$ cat src/design/ucs_pkg.sv
package ucs_pkg;

   localparam int MAX_LEN = 4096;
   localparam int POS_W   = $clog2(MAX_LEN + 1);
   localparam int PORT_W  = 31;
   localparam int MASK_W  = 12;

   localparam logic [POS_W-1:0]  POS_MAX  = POS_W'(MAX_LEN);
   localparam logic [PORT_W-1:0] PORT_MAX = {PORT_W{1'b1}};

   // present_mask bit positions
   localparam int F_SCHEME = 0;
   localparam int F_AUTH   = 1;
   localparam int F_USER   = 2;
   localparam int F_PASS   = 3;
   localparam int F_HOST   = 4;
   localparam int F_PORT   = 5;
   localparam int F_PATH   = 6;
   localparam int F_DIR    = 7;
   localparam int F_BASE   = 8;
   localparam int F_QUERY  = 9;
   localparam int F_FRAG   = 10;
   localparam int F_LONG   = 11;

   localparam logic [7:0] CH_PLUS  = 8'h2B;
   localparam logic [7:0] CH_MINUS = 8'h2D;
   localparam logic [7:0] CH_DOT   = 8'h2E;
   localparam logic [7:0] CH_AT    = 8'h40;
   localparam logic [7:0] CH_COLON = 8'h3A;
   localparam logic [7:0] CH_SLASH = 8'h2F;
   localparam logic [7:0] CH_QUEST = 8'h3F;
   localparam logic [7:0] CH_HASH  = 8'h23;

   typedef enum logic [2:0] {
      M_START,
      M_PROTO,
      M_COLON,
      M_SLASH1,
      M_AUTH,
      M_PATH,
      M_QUERY,
      M_FRAG
   } mode_type;

   typedef struct packed {
      logic [7:0] char_byte;
      logic       is_last;
   } req_type;

   typedef struct packed {
      logic [MASK_W-1:0] present_mask;
      logic [POS_W-1:0]  scheme_len;
      logic [POS_W-1:0]  authority_start;
      logic [POS_W-1:0]  authority_end;
      logic [POS_W-1:0]  userinfo_colon;
      logic [POS_W-1:0]  host_start;
      logic [POS_W-1:0]  host_end;
      logic [PORT_W-1:0] port_value;
      logic [POS_W-1:0]  path_start;
      logic [POS_W-1:0]  path_end;
      logic [POS_W-1:0]  last_slash;
      logic [POS_W-1:0]  fragment_start;
   } rsp_type;

   typedef struct packed {
      mode_type          mode;
      logic [POS_W-1:0]  byte_pos;
      logic [POS_W-1:0]  scheme_len;
      logic [POS_W-1:0]  auth_start;
      logic [POS_W-1:0]  auth_end;
      logic              auth_seen;
      logic [POS_W-1:0]  first_colon;
      logic              colon_ok;
      logic [POS_W-1:0]  last_at;
      logic              at_ok;
      logic [POS_W-1:0]  last_colon;
      logic              lcolon_ok;
      logic              digits_only;
      logic [PORT_W-1:0] port_accum;
      logic              port_overflow;
      logic [POS_W-1:0]  path_start;
      logic [POS_W-1:0]  path_end;
      logic [POS_W-1:0]  last_slash;
      logic              slash_ok;
      logic [POS_W-1:0]  frag_start;
      logic [MASK_W-1:0] flags;
   } parse_state_type;

   localparam parse_state_type STATE_RESET = '{
      mode:          M_START,
      byte_pos:      '0,
      scheme_len:    '0,
      auth_start:    '0,
      auth_end:      '0,
      auth_seen:     1'b0,
      first_colon:   '0,
      colon_ok:      1'b0,
      last_at:       '0,
      at_ok:         1'b0,
      last_colon:    '0,
      lcolon_ok:     1'b0,
      digits_only:   1'b1,
      port_accum:    '0,
      port_overflow: 1'b0,
      path_start:    '0,
      path_end:      '0,
      last_slash:    '0,
      slash_ok:      1'b0,
      frag_start:    '0,
      flags:         '0
   };

   // position plus one, held at MAX_LEN
   function automatic logic [POS_W-1:0] sat1(input logic [POS_W-1:0] p);
      return (p >= POS_MAX) ? POS_MAX : p + POS_W'(1);
   endfunction

   function automatic logic is_alpha(input logic [7:0] c);
      return (c >= 8'h41 && c <= 8'h5A) || (c >= 8'h61 && c <= 8'h7A);
   endfunction

   function automatic logic is_digit(input logic [7:0] c);
      return c >= 8'h30 && c <= 8'h39;
   endfunction

endpackage

$ cat src/design/uri_component_splitter.sv
// Channel   Direction  Payload                    Transfer
// req_      in         ucs_pkg::req_type          req_valid & req_ready
// rsp_      out        ucs_pkg::rsp_type          rsp_valid & rsp_ready
//
// One byte is taken per cycle while req_ready is high; the parse state registers update on each transfer.
// The byte marked last hands a finalised snapshot to a second register, and when the result
// register is free or being read, the mask and spans are resolved from it into the result register.
// Reset (synchronous) returns the parser to scheme scan and empties both stages.
// A stalled result holds; bytes keep flowing until the snapshot stage is also full.
module uri_component_splitter (
   input  logic             clock,
   input  logic             reset,
   input  logic             req_valid,
   output logic             req_ready,
   input  ucs_pkg::req_type req_data,
   output logic             rsp_valid,
   input  logic             rsp_ready,
   output ucs_pkg::rsp_type rsp_data
);

   ucs_pkg::parse_state_type state_ff, state_in;
   ucs_pkg::parse_state_type snap_ff, snap_in;
   logic                     snap_valid_ff, snap_valid_in;
   ucs_pkg::rsp_type         rsp_ff, rsp_in;
   logic                     rsp_valid_ff, rsp_valid_in;

   ucs_pkg::mode_type        mode_w;
   ucs_pkg::parse_state_type work;
   logic                     req_fire, snap_move;
   logic [7:0]               c;
   logic                     c_scheme, c_term;

   assign c        = req_data.char_byte;
   assign c_scheme = ucs_pkg::is_alpha(c) || ucs_pkg::is_digit(c) || c == ucs_pkg::CH_PLUS
                     || c == ucs_pkg::CH_MINUS || c == ucs_pkg::CH_DOT;
   assign c_term   = c == ucs_pkg::CH_SLASH || c == ucs_pkg::CH_QUEST
                     || c == ucs_pkg::CH_HASH;

   assign snap_move = snap_valid_ff && (!rsp_valid_ff || rsp_ready);
   assign req_ready = !snap_valid_ff || snap_move;
   assign req_fire  = req_valid && req_ready;
   assign rsp_valid = rsp_valid_ff;
   assign rsp_data  = rsp_ff;

   // next parse mode after this byte, including the hand-over into path
   always_comb begin
      ucs_pkg::mode_type path_next;
      path_next = (c == ucs_pkg::CH_QUEST) ? ucs_pkg::M_QUERY :
                  (c == ucs_pkg::CH_HASH)  ? ucs_pkg::M_FRAG  : ucs_pkg::M_PATH;
      case (state_ff.mode)
         ucs_pkg::M_START:
            mode_w = ucs_pkg::is_alpha(c) ? ucs_pkg::M_PROTO : path_next;
         ucs_pkg::M_PROTO:
            mode_w = (c == ucs_pkg::CH_COLON) ? ucs_pkg::M_COLON :
                     c_scheme ? ucs_pkg::M_PROTO : path_next;
         ucs_pkg::M_COLON:
            mode_w = (c == ucs_pkg::CH_SLASH) ? ucs_pkg::M_SLASH1 : path_next;
         ucs_pkg::M_SLASH1:
            mode_w = (c == ucs_pkg::CH_SLASH) ? ucs_pkg::M_AUTH : path_next;
         ucs_pkg::M_AUTH:
            mode_w = c_term ? path_next : ucs_pkg::M_AUTH;
         ucs_pkg::M_PATH:
            mode_w = path_next;
         ucs_pkg::M_QUERY:
            mode_w = (c == ucs_pkg::CH_HASH) ? ucs_pkg::M_FRAG : ucs_pkg::M_QUERY;
         ucs_pkg::M_FRAG:
            mode_w = ucs_pkg::M_FRAG;
         default:
            mode_w = ucs_pkg::M_FRAG;
      endcase
   end

   // offsets and flags for this byte, then the end-of-text fix-up
   always_comb begin
      logic [ucs_pkg::POS_W-1:0] p, ps, fin_end;
      logic                      to_path, in_path, sl1_fix;
      logic [ucs_pkg::PORT_W+3:0] v;

      p       = state_ff.byte_pos;
      ps      = '0;
      to_path = 1'b0;
      in_path = 1'b0;
      sl1_fix = 1'b0;
      v       = {1'b0, state_ff.port_accum, 3'b000} + {3'b000, state_ff.port_accum, 1'b0}
                + {(ucs_pkg::PORT_W)'(0), c[3:0]};

      work          = state_ff;
      work.mode     = mode_w;
      work.byte_pos = ucs_pkg::sat1(p);
      if (p >= ucs_pkg::POS_MAX) begin
         work.flags[ucs_pkg::F_LONG] = 1'b1;
      end

      case (state_ff.mode)
         ucs_pkg::M_START: begin
            if (!ucs_pkg::is_alpha(c)) begin
               to_path = 1'b1;
            end
         end
         ucs_pkg::M_PROTO: begin
            if (c == ucs_pkg::CH_COLON) begin
               work.scheme_len               = p;
               work.flags[ucs_pkg::F_SCHEME] = 1'b1;
            end else if (!c_scheme) begin
               to_path = 1'b1;
            end
         end
         ucs_pkg::M_COLON: begin
            if (c != ucs_pkg::CH_SLASH) begin
               to_path = 1'b1;
               ps      = p;
            end
         end
         ucs_pkg::M_SLASH1: begin
            if (c == ucs_pkg::CH_SLASH) begin
               work.auth_start = ucs_pkg::sat1(p);
               work.auth_end   = ucs_pkg::sat1(p);
               work.auth_seen  = 1'b1;
            end else begin
               to_path = 1'b1;
               sl1_fix = 1'b1;
               ps      = (p != '0) ? p - ucs_pkg::POS_W'(1) : '0;
            end
         end
         ucs_pkg::M_AUTH: begin
            if (c_term) begin
               work.auth_end = p;
               to_path       = 1'b1;
               ps            = p;
            end else if (c == ucs_pkg::CH_COLON) begin
               if (!state_ff.colon_ok) begin
                  work.first_colon = p;
                  work.colon_ok    = 1'b1;
               end
               work.last_colon    = p;
               work.lcolon_ok     = 1'b1;
               work.digits_only   = 1'b1;
               work.port_accum    = '0;
               work.port_overflow = 1'b0;
            end else if (c == ucs_pkg::CH_AT) begin
               work.last_at       = p;
               work.at_ok         = 1'b1;
               work.digits_only   = 1'b1;
               work.port_accum    = '0;
               work.port_overflow = 1'b0;
            end else if (ucs_pkg::is_digit(c)) begin
               if (!state_ff.port_overflow) begin
                  if (v > {4'd0, ucs_pkg::PORT_MAX}) begin
                     work.port_overflow = 1'b1;
                  end else begin
                     work.port_accum = v[ucs_pkg::PORT_W-1:0];
                  end
               end
            end else begin
               work.digits_only = 1'b0;
            end
         end
         ucs_pkg::M_PATH: begin
            in_path = 1'b1;
         end
         ucs_pkg::M_QUERY: begin
            if (c == ucs_pkg::CH_HASH) begin
               work.frag_start              = ucs_pkg::sat1(p);
               work.flags[ucs_pkg::F_FRAG]  = 1'b1;
            end
         end
         default: begin
         end
      endcase

      if (to_path) begin
         in_path         = 1'b1;
         work.path_start = ps;
         work.path_end   = ps;
         work.slash_ok   = sl1_fix;
         if (sl1_fix) begin
            work.last_slash = ps;
         end
      end

      // the same byte handled again as a path byte
      if (in_path) begin
         if (c == ucs_pkg::CH_QUEST) begin
            work.path_end                = p;
            work.flags[ucs_pkg::F_QUERY] = 1'b1;
         end else if (c == ucs_pkg::CH_HASH) begin
            work.path_end               = p;
            work.frag_start             = ucs_pkg::sat1(p);
            work.flags[ucs_pkg::F_FRAG] = 1'b1;
         end else if (c == ucs_pkg::CH_SLASH) begin
            work.last_slash = p;
            work.slash_ok   = 1'b1;
         end
      end

      // close whatever was open when the text ends
      fin_end = work.byte_pos;
      snap_in = work;
      case (work.mode)
         ucs_pkg::M_START, ucs_pkg::M_PROTO: begin
            snap_in.path_start = '0;
            snap_in.path_end   = fin_end;
            snap_in.slash_ok   = 1'b0;
         end
         ucs_pkg::M_COLON: begin
            snap_in.path_start = fin_end;
            snap_in.path_end   = fin_end;
            snap_in.slash_ok   = 1'b0;
         end
         ucs_pkg::M_SLASH1: begin
            snap_in.path_start = fin_end - ucs_pkg::POS_W'(1);
            snap_in.path_end   = fin_end;
            snap_in.last_slash = fin_end - ucs_pkg::POS_W'(1);
            snap_in.slash_ok   = 1'b1;
         end
         ucs_pkg::M_AUTH: begin
            snap_in.auth_end   = fin_end;
            snap_in.path_start = fin_end;
            snap_in.path_end   = fin_end;
            snap_in.slash_ok   = 1'b0;
         end
         ucs_pkg::M_PATH: begin
            snap_in.path_end = fin_end;
         end
         default: begin
         end
      endcase

      state_in = state_ff;
      if (req_fire) begin
         state_in = req_data.is_last ? ucs_pkg::STATE_RESET : work;
      end
   end

   // resolve mask, host span and port from the snapshot
   always_comb begin
      logic [ucs_pkg::MASK_W-1:0] m;
      logic [ucs_pkg::POS_W-1:0]  hs_t;

      m    = snap_ff.flags;
      hs_t = snap_ff.at_ok ? ucs_pkg::sat1(snap_ff.last_at) : snap_ff.auth_start;

      rsp_in                = '0;
      rsp_in.path_start     = snap_ff.path_start;
      rsp_in.path_end       = snap_ff.path_end;

      if (snap_ff.auth_seen && snap_ff.auth_end > snap_ff.auth_start) begin
         m[ucs_pkg::F_AUTH]     = 1'b1;
         rsp_in.authority_start = snap_ff.auth_start;
         rsp_in.authority_end   = snap_ff.auth_end;
         if (snap_ff.at_ok) begin
            m[ucs_pkg::F_USER] = 1'b1;
            if (snap_ff.colon_ok && snap_ff.first_colon < snap_ff.last_at) begin
               m[ucs_pkg::F_PASS]    = 1'b1;
               rsp_in.userinfo_colon = snap_ff.first_colon;
            end
         end
         if (hs_t < snap_ff.auth_end) begin
            m[ucs_pkg::F_HOST] = 1'b1;
            rsp_in.host_start  = hs_t;
            rsp_in.host_end    = snap_ff.auth_end;
            if (snap_ff.lcolon_ok && snap_ff.last_colon > hs_t
                && ucs_pkg::sat1(snap_ff.last_colon) < snap_ff.auth_end
                && snap_ff.digits_only) begin
               rsp_in.host_end = snap_ff.last_colon;
               if (!snap_ff.port_overflow) begin
                  m[ucs_pkg::F_PORT] = 1'b1;
                  rsp_in.port_value  = snap_ff.port_accum;
               end
            end
         end
      end

      if (snap_ff.path_end > snap_ff.path_start) begin
         m[ucs_pkg::F_PATH] = 1'b1;
         m[ucs_pkg::F_BASE] = 1'b1;
         if (snap_ff.slash_ok) begin
            m[ucs_pkg::F_DIR] = 1'b1;
            rsp_in.last_slash = snap_ff.last_slash;
         end
      end

      if (m[ucs_pkg::F_SCHEME]) begin
         rsp_in.scheme_len = snap_ff.scheme_len;
      end
      if (m[ucs_pkg::F_FRAG]) begin
         rsp_in.fragment_start = snap_ff.frag_start;
      end
      rsp_in.present_mask = m;
   end

   always_comb begin
      snap_valid_in = snap_valid_ff;
      if (req_fire && req_data.is_last) begin
         snap_valid_in = 1'b1;
      end else if (snap_move) begin
         snap_valid_in = 1'b0;
      end
      rsp_valid_in = rsp_valid_ff;
      if (snap_move) begin
         rsp_valid_in = 1'b1;
      end else if (rsp_ready) begin
         rsp_valid_in = 1'b0;
      end
   end

   always_ff @(posedge clock) begin
      if (reset) begin
         state_ff      <= ucs_pkg::STATE_RESET;
         snap_valid_ff <= 1'b0;
         rsp_valid_ff  <= 1'b0;
      end else begin
         state_ff      <= state_in;
         snap_valid_ff <= snap_valid_in;
         rsp_valid_ff  <= rsp_valid_in;
      end
   end

   // payload: hold unless a new snapshot or result moves in
   always_ff @(posedge clock) begin
      if (req_fire && req_data.is_last) begin
         snap_ff <= snap_in;
      end
      if (snap_move) begin
         rsp_ff <= rsp_in;
      end
   end

endmodule
$ cat config.mk
export PLATFORM = sky130hd
export DESIGN_NAME = uri_component_splitter
export DESIGN_NICKNAME = d
export VERILOG_FILES = /design/src/design/ucs_pkg.sv /design/src/design/uri_component_splitter.sv
export SDC_FILE = /design/constraint.sdc
export NUM_CORES = 1
export LEC_CHECK = 0
export BUFFER_PORTS_ARGS = -buffer_cell sky130_fd_sc_hd__buf_2
export CAP_MARGIN = 5
export CORE_UTILIZATION = 48
export CTS_CLUSTER_SIZE = 10
export DETAILED_ROUTE_END_ITERATION = 10
export PLACE_DENSITY = 0.7
export SYNTH_ARGS = -nofsm -noshare
export SYNTH_HDL_FRONTEND = slang
export SYNTH_SLANG_ARGS = --single-unit
$ cat constraint.sdc
create_clock -name clock -period 14.04 [get_ports clock]
set_input_delay 2.106 -clock clock [delete_from_list [all_inputs] [get_ports clock]]
set_output_delay 2.106 -clock clock [all_outputs]
set_load 0.05 [all_outputs]
==> results.yml <==
run_status:
  status: "finished clean"
timing:
  fmax_mhz: 149
  rsz0062_at_grt: "false"
  min_period_ps: 6690
  worst_pin_slew_ps: 1260
  finalSetupTns_ps: 0
  worst_clock_skew_ps: 28.4
  setup_violations: 0
  drv_slew: 0
  finalCritPeriodShare: 0.477
  slew-limit-headroom: 0.151
  hold_viol: 0
clocking:
  cts_made_buffers: 66
  insertion_delay_ps: 610
  cts.sinks: 534
  post_cts_buffers: 0
  clkTransAtPathRegs_ps: 50
  cts_buffer_depth: 3
  cts-resized-gates: 0
  tritoncts: "built"
  cts_root_buf: "clkbuf_16"
  hold_buffers: 0
  htree_levels: 3
worst_setup_path:
  worstSetupEndpointType: "flip-flop"
  cpMaxStageDelayCell: "mux2_2"
  path_cells: "buf_2, inv_1, fa_1, inv_1, ha_1, a211oi_1, o21ai_0, o21ai_0, a31oi_1, a31oi_1, mux2_2, and3_2, buf_4, o21ai_1"
  start_kind: "input port"
  worstPathMaxFanout: 38
  required_ps: 14350
  cpPeakStageDelay_ps: 700
  crit_type: "input port to flip-flop"
  arrival_ps: 7010
  worst-path-buf-inv: 4
  critPathTopFamily: "compound AO/OA/AOI/OAI gates"
detailed_routing:
  routed_wl_mm: 75.4
  dr.pass1.iters: 6
  avgViaCountPerCell: 5.95
  route.detailed.drc: 0
  drt_iter0_drc: 1871
  final_antenna_net_count: 0
  routedWlPerCell_um: 21.4
  vias: 20929
floorplan:
  ioPinCount: 188
  rows: 86
  core-area_um2: 55200
  fp.dieH_um: 238
  start_util: 0.486
  die_w_um: 238
  dieArea_um2: 56800
final_layout:
  final_area_um2: 30400
  post-route-util: 0.551
  syn2layout_area_growth_pct: 13.5
  fin_nets: 2871
  drive_gt1_frac: 0.154
global_routing:
  antenna_found_initial: 4
  first_global_vias: 20066
  grt_pass1_wl_mm: 116
  track_usage: 0.264
  grt_overflow: 0
  grt_max_degree: 109
worst_hold_path:
  min_path_type: "flip-flop to flip-flop"
logic_synthesis:
  ys_warn_count: 0
  ys_ff_latch: 534
  yosys.area.top_type: "edfxtp_1"
  yosys.cell_types.count: 81
  yosysTopAreaCellShare: 0.385
  ys_seq_area_frac: 0.527
  synthArstFlopShare: 0
  yosys-top-cells-area: "edfxtp_1, dfxtp_1, ha_1"
  synth-edff-count: 344
  syn_inst: 2574
  synth_flop_cell: "edfxtp_1"
  synth_area_um2: 26800
  synthesis.nets: 2732
  synth.avg_cell_area_um2: 10.4
flow_run:
  maxCapViolCount: 0
placed_design:
  place.gp.congestion: 0.905
  io_buffer_count: 187
  dpl_cell_area_um2: 28500
  hpwlAfterDp_mm: 51.0
power_and_ir_drop:
  irDropWorstVdd_mv: 0.0773
  total_power_mw: 3.49
  power.density_nw_per_um2: 115
  p_leak_nw: 12.1
-- Yosys cell counts (all sizes together) (14+ instances only) --
library cell and instances:
mux2 69, a211o 19, a21oi 133, dfxtp 190, nand2 237, nand3 30, mux2i 47, ha 143
o21a 20, a21o 36, nand4 39, a211oi 18, o21ai 170, or2 15, a22o 17, nor2b 21
or3 14, clkbuf 141, inv 104, buf 24, nor2 243, nor3 50, xor2 22, o211ai 15
a22oi 120, xnor2 34, edfxtp 344, and2 117
-- final timing paths --
kind | startpoint | end | slack (ps) | cells past startpoint
setup / recovery | req_data[4] | snap_ff[80] | 7350 | 14
hold reg to reg | rsp_in[170] | rsp_data[170] | 450 | 0
hold / removal | rsp_in[170] | rsp_data[170] | 450 | 0
setup reg to reg | state_ff[66] | snap_ff[80] | 8650 | 13
-- where the power goes --
group | total (mW) | internal [mW] | switching (mW) | leakage [nW]
Sequential | 1.72 | 1.70 | 0.0188 | 4.86
Clock | 1.56 | 0.914 | 0.651 | 0.945
Combinational | 0.207 | 0.0476 | 0.159 | 6.28
-- registers in the layout, summed over array words and instances (netlist names) --
| signal | flops |
|---|---|
| snap_ff | 142 |
| rsp_valid | 1 |
| state_ff | 188 |
| rsp_in | 30 |
| snap_valid_ff | 1 |
| rsp_data | 172 |
-- routing by layer --
metal | vias to the layer above | share of wire | track usage
met5 | - | 0.00029 | 0
met2 | 945 | 0.46 | 0.418
met3 | 188 | 0.075 | 0.0393
met1 | 10131 | 0.43 | 0.359
li1 | 9661 | - | -
met4 | 4 | 0.036 | 0.115
-- placed cells by master (no fill, tap or decap), types with 68 or more instances in the layout --
master / count
edfxtp_1: 344
nor2_1: 240
nand2_1: 236
dfxtp_1: 190
buf_2: 186
ha_1: 143
a21oi_1: 132
o21ai_0: 123
a22oi_1: 120
and2_1: 116
inv_1: 103
mux2_2: 69
clkbuf_16: 68
-- layout make-up --
| type | instances | area, um2 |
|---|---|---|
| Sequential cell | 534 | 14100 |
| Timing Repair Buffer | 236 | 1310 |
| Clock buffer | 111 | 1870 |
| Tap cell | 748 | 936 |
| Multi-Input combinational cell | 1771 | 11700 |
| Inverter | 104 | 395 |
| Antenna cell | 2 | 5.00 |
| Clock inverter | 10 | 91.3 |
| Fill cell | 4725 | 24800 |
-- kinds of logic after synthesis --
kind of cell | Yosys count | share of synthesized area
xor gates and xnor gates | 56 | 0.0183
muxes | 116 | 0.0470
adders and majority gates | 145 | 0.0682
AOI/OAI and AO/OA | 635 | 0.156
DFF | 534 | 0.527
and+or+nand+nor | 819 | 0.145
buffers and inverters | 269 | 0.0394
-- stage by stage --
| stage | setup WS [ps] | hold slack [ps] | cells |
|---|---|---|---|
| final | 7350 | 451 | 3516 |
| after global routing | 6990 | 462 | 3515 |
| after CTS | 7410 | 450 | 3514 |
| after detailed placement | 6810 | 407 | 3393 |
| after global placement | 7080 | 410 | 3393 |
| after floorplan | 3540 | 400 | 2574 |
No activity file was read; power rests on OpenSTA's default activity.
